==> src/design/sbq_pkg.sv <==
// ----------------------------------------------------------------------------
// sbq_pkg
// Shared constants, codes and controller/datapath interface types.
// ----------------------------------------------------------------------------
`default_nettype none

package sbq_pkg;

	localparam int MEM_DEPTH_DEF = 1024;
	localparam int WORD_BITS_DEF = 32;

	localparam int CFG_BITS = 11;
	localparam logic [CFG_BITS-1:0] CFG_RESET_WORDS = 11'd1024;

	// Item commands.
	localparam logic [1:0] CMD_WRITE   = 2'd0;
	localparam logic [1:0] CMD_READ    = 2'd1;
	localparam logic [1:0] CMD_RESTART = 2'd2;
	localparam logic [1:0] CMD_STEP    = 2'd3;

	// Halt status codes.
	localparam logic [2:0] STAT_RUNNING    = 3'd0;
	localparam logic [2:0] STAT_PC_RANGE   = 3'd1;
	localparam logic [2:0] STAT_INCOMPLETE = 3'd2;
	localparam logic [2:0] STAT_OUT_SRC    = 3'd3;
	localparam logic [2:0] STAT_IN_DST     = 3'd4;
	localparam logic [2:0] STAT_BAD_A      = 3'd5;
	localparam logic [2:0] STAT_BAD_B      = 3'd6;

	localparam logic [31:0] PC_STEP = 32'd3;

	typedef enum logic [3:0] {
		S_CLEAR,
		S_IDLE,
		S_DECODE,
		S_READ_CAP,
		S_FETCH_B,
		S_FETCH_C,
		S_EXEC,
		S_OUT_CAP,
		S_SUB_B,
		S_SUB_W,
		S_FINISH
	} state_t;

	// Memory address source.
	typedef enum logic [2:0] {
		ASEL_CLEAR,
		ASEL_WORD,
		ASEL_PC0,
		ASEL_PC1,
		ASEL_PC2,
		ASEL_A,
		ASEL_B
	} asel_t;

	// Memory write data source.
	typedef enum logic [1:0] {
		WSEL_ZERO,
		WSEL_WRITE,
		WSEL_CONSOLE,
		WSEL_DIFF
	} wsel_t;

	typedef enum logic [1:0] {
		PC_HOLD,
		PC_ZERO,
		PC_PLUS3,
		PC_SUBLEQ
	} pcsel_t;

	typedef enum logic [1:0] {
		HALT_KEEP,
		HALT_CLEAR,
		HALT_SET
	} halt_act_t;

	typedef struct packed {
		logic      load_item;
		logic      clear_res;
		logic      clr_step;
		logic      mem_we;
		asel_t     asel;
		wsel_t     wsel;
		logic      cap_a;
		logic      cap_b;
		logic      cap_c;
		logic      cap_opa;
		logic      cap_read;
		logic      cap_out;
		logic      set_in_taken;
		pcsel_t    pc_sel;
		halt_act_t halt_act;
		logic [2:0] halt_code;
		logic      load_out;
	} ctrl_cmd_t;

	typedef struct packed {
		logic [1:0] cmd;
		logic       halted;
		logic       pc_bad;
		logic       pc_short;
		logic       waddr_ok;
		logic       is_out;
		logic       is_in;
		logic       a_ok;
		logic       b_ok;
		logic       clr_last;
	} dp_status_t;

endpackage

`default_nettype wire

==> src/design/sbq_ctrl.sv <==
// ----------------------------------------------------------------------------
// sbq_ctrl
// Sequencer for the Subleq core: clearing pass, command decode, fetch and
// execute steps, and the output beat handshake.
// ----------------------------------------------------------------------------
`default_nettype none

module sbq_ctrl (
	input  wire logic               clk,
	input  wire logic               arst_n,
	input  wire logic               in_valid,
	output logic                    in_stall,
	output logic                    out_valid,
	input  wire logic               out_stall,
	input  wire sbq_pkg::dp_status_t stat,
	output sbq_pkg::ctrl_cmd_t      cmd
);

	sbq_pkg::state_t state_q;
	sbq_pkg::state_t state_d;
	logic            out_valid_q;
	logic            out_free;

	assign out_free  = !out_valid_q || !out_stall;
	assign in_stall  = (state_q != sbq_pkg::S_IDLE);
	assign out_valid = out_valid_q;

	always_ff @(posedge clk or negedge arst_n) begin
		if (!arst_n) begin
			state_q     <= sbq_pkg::S_CLEAR;
			out_valid_q <= 1'b0;
		end else begin
			state_q <= state_d;
			if (cmd.load_out) begin
				out_valid_q <= 1'b1;
			end else if (!out_stall) begin
				out_valid_q <= 1'b0;
			end
		end
	end

	// Next state.
	always_comb begin
		state_d = state_q;
		case (state_q)
			sbq_pkg::S_CLEAR: begin
				if (stat.clr_last) state_d = sbq_pkg::S_IDLE;
			end
			sbq_pkg::S_IDLE: begin
				if (in_valid) state_d = sbq_pkg::S_DECODE;
			end
			sbq_pkg::S_DECODE: begin
				case (stat.cmd)
					sbq_pkg::CMD_READ: state_d = sbq_pkg::S_READ_CAP;
					sbq_pkg::CMD_STEP: begin
						if (!stat.halted && !stat.pc_bad && !stat.pc_short) begin
							state_d = sbq_pkg::S_FETCH_B;
						end else begin
							state_d = sbq_pkg::S_FINISH;
						end
					end
					default: state_d = sbq_pkg::S_FINISH;
				endcase
			end
			sbq_pkg::S_READ_CAP: state_d = sbq_pkg::S_FINISH;
			sbq_pkg::S_FETCH_B:  state_d = sbq_pkg::S_FETCH_C;
			sbq_pkg::S_FETCH_C:  state_d = sbq_pkg::S_EXEC;
			sbq_pkg::S_EXEC: begin
				if (stat.is_out) begin
					state_d = stat.b_ok ? sbq_pkg::S_OUT_CAP : sbq_pkg::S_FINISH;
				end else if (stat.is_in) begin
					state_d = sbq_pkg::S_FINISH;
				end else if (stat.a_ok && stat.b_ok) begin
					state_d = sbq_pkg::S_SUB_B;
				end else begin
					state_d = sbq_pkg::S_FINISH;
				end
			end
			sbq_pkg::S_OUT_CAP: state_d = sbq_pkg::S_FINISH;
			sbq_pkg::S_SUB_B:   state_d = sbq_pkg::S_SUB_W;
			sbq_pkg::S_SUB_W:   state_d = sbq_pkg::S_FINISH;
			sbq_pkg::S_FINISH: begin
				if (out_free) state_d = sbq_pkg::S_IDLE;
			end
			default: state_d = sbq_pkg::S_IDLE;
		endcase
	end

	// Datapath commands.
	always_comb begin
		cmd.load_item    = 1'b0;
		cmd.clear_res    = 1'b0;
		cmd.clr_step     = 1'b0;
		cmd.mem_we       = 1'b0;
		cmd.asel         = sbq_pkg::ASEL_WORD;
		cmd.wsel         = sbq_pkg::WSEL_ZERO;
		cmd.cap_a        = 1'b0;
		cmd.cap_b        = 1'b0;
		cmd.cap_c        = 1'b0;
		cmd.cap_opa      = 1'b0;
		cmd.cap_read     = 1'b0;
		cmd.cap_out      = 1'b0;
		cmd.set_in_taken = 1'b0;
		cmd.pc_sel       = sbq_pkg::PC_HOLD;
		cmd.halt_act     = sbq_pkg::HALT_KEEP;
		cmd.halt_code    = sbq_pkg::STAT_RUNNING;
		cmd.load_out     = 1'b0;
		case (state_q)
			sbq_pkg::S_CLEAR: begin
				cmd.mem_we   = 1'b1;
				cmd.asel     = sbq_pkg::ASEL_CLEAR;
				cmd.clr_step = 1'b1;
			end
			sbq_pkg::S_IDLE: begin
				cmd.load_item = in_valid;
			end
			sbq_pkg::S_DECODE: begin
				cmd.clear_res = 1'b1;
				case (stat.cmd)
					sbq_pkg::CMD_WRITE: begin
						cmd.mem_we = stat.waddr_ok;
						cmd.wsel   = sbq_pkg::WSEL_WRITE;
					end
					sbq_pkg::CMD_RESTART: begin
						cmd.pc_sel   = sbq_pkg::PC_ZERO;
						cmd.halt_act = sbq_pkg::HALT_CLEAR;
					end
					sbq_pkg::CMD_STEP: begin
						cmd.asel = sbq_pkg::ASEL_PC0;
						if (!stat.halted) begin
							if (stat.pc_bad) begin
								cmd.halt_act  = sbq_pkg::HALT_SET;
								cmd.halt_code = sbq_pkg::STAT_PC_RANGE;
							end else if (stat.pc_short) begin
								cmd.halt_act  = sbq_pkg::HALT_SET;
								cmd.halt_code = sbq_pkg::STAT_INCOMPLETE;
							end
						end
					end
					default: begin
						cmd.asel = sbq_pkg::ASEL_WORD;
					end
				endcase
			end
			sbq_pkg::S_READ_CAP: cmd.cap_read = 1'b1;
			sbq_pkg::S_FETCH_B: begin
				cmd.cap_a = 1'b1;
				cmd.asel  = sbq_pkg::ASEL_PC1;
			end
			sbq_pkg::S_FETCH_C: begin
				cmd.cap_b = 1'b1;
				cmd.asel  = sbq_pkg::ASEL_PC2;
			end
			sbq_pkg::S_EXEC: begin
				cmd.cap_c = 1'b1;
				if (stat.is_out) begin
					cmd.asel = sbq_pkg::ASEL_B;
					if (!stat.b_ok) begin
						cmd.halt_act  = sbq_pkg::HALT_SET;
						cmd.halt_code = sbq_pkg::STAT_OUT_SRC;
					end
				end else if (stat.is_in) begin
					cmd.asel = sbq_pkg::ASEL_A;
					if (!stat.a_ok) begin
						cmd.halt_act  = sbq_pkg::HALT_SET;
						cmd.halt_code = sbq_pkg::STAT_IN_DST;
					end else begin
						cmd.mem_we       = 1'b1;
						cmd.wsel         = sbq_pkg::WSEL_CONSOLE;
						cmd.set_in_taken = 1'b1;
						cmd.pc_sel       = sbq_pkg::PC_PLUS3;
					end
				end else begin
					cmd.asel = sbq_pkg::ASEL_A;
					if (!stat.a_ok) begin
						cmd.halt_act  = sbq_pkg::HALT_SET;
						cmd.halt_code = sbq_pkg::STAT_BAD_A;
					end else if (!stat.b_ok) begin
						cmd.halt_act  = sbq_pkg::HALT_SET;
						cmd.halt_code = sbq_pkg::STAT_BAD_B;
					end
				end
			end
			sbq_pkg::S_OUT_CAP: begin
				cmd.cap_out = 1'b1;
				cmd.pc_sel  = sbq_pkg::PC_PLUS3;
			end
			sbq_pkg::S_SUB_B: begin
				cmd.cap_opa = 1'b1;
				cmd.asel    = sbq_pkg::ASEL_B;
			end
			sbq_pkg::S_SUB_W: begin
				cmd.mem_we = 1'b1;
				cmd.asel   = sbq_pkg::ASEL_A;
				cmd.wsel   = sbq_pkg::WSEL_DIFF;
				cmd.pc_sel = sbq_pkg::PC_SUBLEQ;
			end
			sbq_pkg::S_FINISH: begin
				cmd.load_out = out_free;
			end
			default: begin
				cmd.load_out = 1'b0;
			end
		endcase
	end

endmodule

`default_nettype wire

==> config.mk <==
export PLATFORM = sky130hd
export DESIGN_NAME = sbq_ctrl
export DESIGN_NICKNAME = d
export VERILOG_FILES = /design/src/design/sbq_pkg.sv /design/src/design/sbq_ctrl.sv
export SDC_FILE = /design/constraint.sdc
export NUM_CORES = 1
export LEC_CHECK = 0
export ABC_CLOCK_PERIOD_IN_PS = 2400
export BUFFER_PORTS_ARGS = -buffer_cell sky130_fd_sc_hd__buf_2
export CORE_MARGIN = 1
export CORE_UTILIZATION = 49
export CTS_BUF_LIST = sky130_fd_sc_hd__clkbuf_4
export DETAILED_ROUTE_END_ITERATION = 10
export HOLD_SLACK_MARGIN = 0.12
export PLACE_DENSITY = 0.9
export SLEW_MARGIN = 20
export SYNTH_ARGS = -nofsm -noshare
export SYNTH_HDL_FRONTEND = slang
export SYNTH_SLANG_ARGS = --single-unit
==> constraint.sdc <==
create_clock -name clk -period 2.4 [get_ports clk]
set_clock_uncertainty 0.15 [all_clocks]
set_input_delay 0.24 -clock clk [delete_from_list [all_inputs] [get_ports clk]]
set_output_delay 0.24 -clock clk [all_outputs]
set_load 0.01 [all_outputs]
==> results.toml <==
[flow_run]
max_cap_violations = 0

[timing]
period_share_pct = 94.5
worst_slew_pin_slew_ns = 0.599
fin_crit_ns = 2.27
max_freq_mhz = 441
slew_headroom_pct = 60.1
finalSetupTns_ns = 0
slew_viol_final = 0
grt_setup_unrepaired = "false"
hold_viol_final = 0
setup_viol = 0

[synth]
synth_top_cell_by_area = "dfrtp_1"
syn_nets = 129
synth_cells = 114
synth_top_cell_area_share_pct = 16.7
synth_top_family_by_area = "simple AND/OR/NAND/NOR gates"
syn-cell-area_um2 = 748
synth_seq_cells = 5
synth_compound_gate_area_share_pct = 26.6
synth.distinct_cells = 36
yosys-mux-area-fraction_pct = 1.34
yosys.area_share.simple_pct = 44.0
synth_xor_area_share_pct = 1.17
synth_warnings = 0
synth_area_leaders = "dfrtp_1 17%, nand2_1 8.5%, a21oi_1 7.4%, nor2_1 6.0%, o21ai_0 5.4%"
syn_area_per_cell_um2 = 6.56
yosysSeqAreaShare_pct = 16.7
synth-adder-area-share_pct = 0

[global_routing]
grt_pass1_wl_mm = 3.25
antenna_found_initial = 0
grt_max_degree = 19
overflow = 0
track_usage_pct = 29.5
grt_pass1_vias = 752

[cells_and_area]
area_growth_pct = 31.3
n_fill_cell = 125
fin_cells = 169
nNetsFinal = 170
design_area_um2 = 982
drive_gt1_share_pct = 35.1
diodes = 0

[drt]
drc = 0
routed_wl_mm = 2.33
routed_via_density = 5.93
initialDrtViolationCount = 38
first_pass_iters = 5
wl_per_cell_um = 13.8
final_antenna_net_count = 0
vias = 1002

[place]
gp_congestion = 0.880
hpwl_mm = 1.69
io_buffers = 40
placed_area_um2 = 921
dp_cells = 162

[setup_path]
reg2reg_from = "state_q[0]$_DFFE_PN0P_"
crit_path_start_kind = "register"
crit_start = "state_q[0]$_DFFE_PN0P_"
cp_max_fo = 17
cp-end-kind = "primary output"
worstPathArrival_ns = 1.88
critical_path_class = "reg2out"
cp.required_ns = 2.01

[floorplan]
die_width_um = 41.1
fp.dieArea_mm2 = 0.00169
core_mm2 = 0.00137
fp-row-count = 13
start_util_pct = 54.8
ios = 41
die_y_um = 41.1

[cts]
clk_latency_ns = 0.24
cts-root-buf = "clkbuf_4"
cts_buffers = 3
clock_sinks = 5
max-clock-path-buffers = 2
cts_tree = "yes"
cts_setup_buffers = 0
path_clk_slew_ns = 0.04
h-tree-depth = 1

[power]
p_total_mw = 1.01
ir_drop_mv = 0.849
p_leak_nw = 0.548
p_per_area_mw_per_mm2 = 1030

[hold_path]
min-delay-start = "stat[7]"
hp-class = "in2reg"

[status]
status = "complete, no violations"
-- repair_timing --
item                                   4_1_cts  5_1_grt
resized for setup                            0        1
hold buffers                                 3        0
endpoints found under the hold margin        7        0
setup endpoints to repair                    0        1
-- flip-flops by register name, summed over array words and instances (netlist names) --
register,cells
out_valid,1
state_q,4
-- where the power goes --
group,leakage [nW],total [mW],internal [mW],switching [mW]
registers,0.0617,0.249,0.121,0.128
logic,0.468,0.654,0.293,0.362
clock network,0.0184,0.109,0.0741,0.0345
total,0.548,1.01,0.488,0.524
-- cell families (layout without fill, tap and decap cells) --
| kind of cell | count (synthesis) | in the layout |
|---|---|---|
| simple gates | 60 | 60 |
| mux | 1 | 1 |
| xor+xnor | 1 | 1 |
| buf+inv | 15 | 55 |
| flops | 5 | 5 |
| compound gates | 32 | 32 |
-- placed cells by master, fill, tap and decap left out, types with 2 or more instances in the layout --
master and n:
nor2b_1 4, buf_2 40, o21ai_0 8, clkbuf_4 4, inv_1 8, and2b_1 2
a21oi_1 11, nor3_2 2, and3_1 2, a31oi_1 3, o32ai_1 2, o22ai_1 2
nor3_1 7, nor2_1 12, dfrtp_1 4, nand2_1 17, nand2b_1 4, dlygate4sd3_1 3
-- layer usage --
layer  share of wire, %  GRT usage (%)
met1                 40           37.8
met5                  0              0
met4                2.5           17.5
met3                9.7           2.17
met2                 47           47.7
-- final cells by class --
class | instances | area (µm²) | area share [%]
sequential | 5 | 126 | 12.9
multi-input combinational | 94 | 547 | 55.7
inverter | 8 | 30.0 | 3.06
clock buffer | 4 | 30.0 | 3.06
timing repair buffer | 43 | 230 | 23.4
tap | 15 | 18.8 | 1.91
-- per-stage QoR --
stage / setup WS (ns) / utilization (%) / hold WS [ns]
finish: 0.133 / 71.9 / 0.139
global route: 0.0207 / 71.9 / 0.143
CTS: 0.123 / 71.8 / 0.140
detailed placement: 0.387 / 67.4 / -0.0962
global placement: 0.399 / 67.4 / -0.0964
floorplan: 0.748 / - / -0.206
-- worst max-delay path, cell delays in order, from the launching register on --
cell and delay [ns]:
dfrtp_1 0.72, nor2b_1 0.32, nand2_1 0.14, a21boi_1 0.17, o21ai_0 0.11, buf_2 0.17
-- final timing paths --
| path | end | slack, ns | cells after the start |
|---|---|---|---|
| setup / recovery | cmd[17] | 0.13 | 5 |
| hold / removal | state_q[2]$_DFFE_PN0P_ | 0.14 | 2 |
| setup reg to reg | state_q[2]$_DFFE_PN0P_ | 0.62 | 4 |
| hold reg to reg | out_valid$_DFFE_PN0P_ | 0.36 | 2 |
| max in group asynchronous | state_q[1]$_DFFE_PN0P_ | 1.75 | 2 |
| min in group asynchronous | state_q[2]$_DFFE_PN0P_ | 0.21 | 2 |
-- cells in the mapped netlist --
master and instances:
a21oi_1 11, a31oi_1 3, o2111ai_1 1, inv_1 8
o32ai_1 2, dfrtp_1 5, nand2_1 17, nand3b_2 1
nand4_1 1, or2_4 1, nor2b_1 4, nor2_2 1
mux2i_1 1, or3_4 1, o22ai_1 2, buf_2 4
nor2_1 12, o41ai_2 1, buf_6 2, a21boi_1 1
o21ai_0 8, o211ai_1 1, xor2_1 1, nor3_2 2
nand2b_1 4, nor3_1 7, and3_1 2, and2b_1 2
a21boi_0 1, nand3_1 1, clkbuf_1 1, nand4b_1 1
nand3b_1 1, and2_4 1, a21o_1 1, nor2b_4 1
Note: power is estimated with default switching activity, not from simulation.
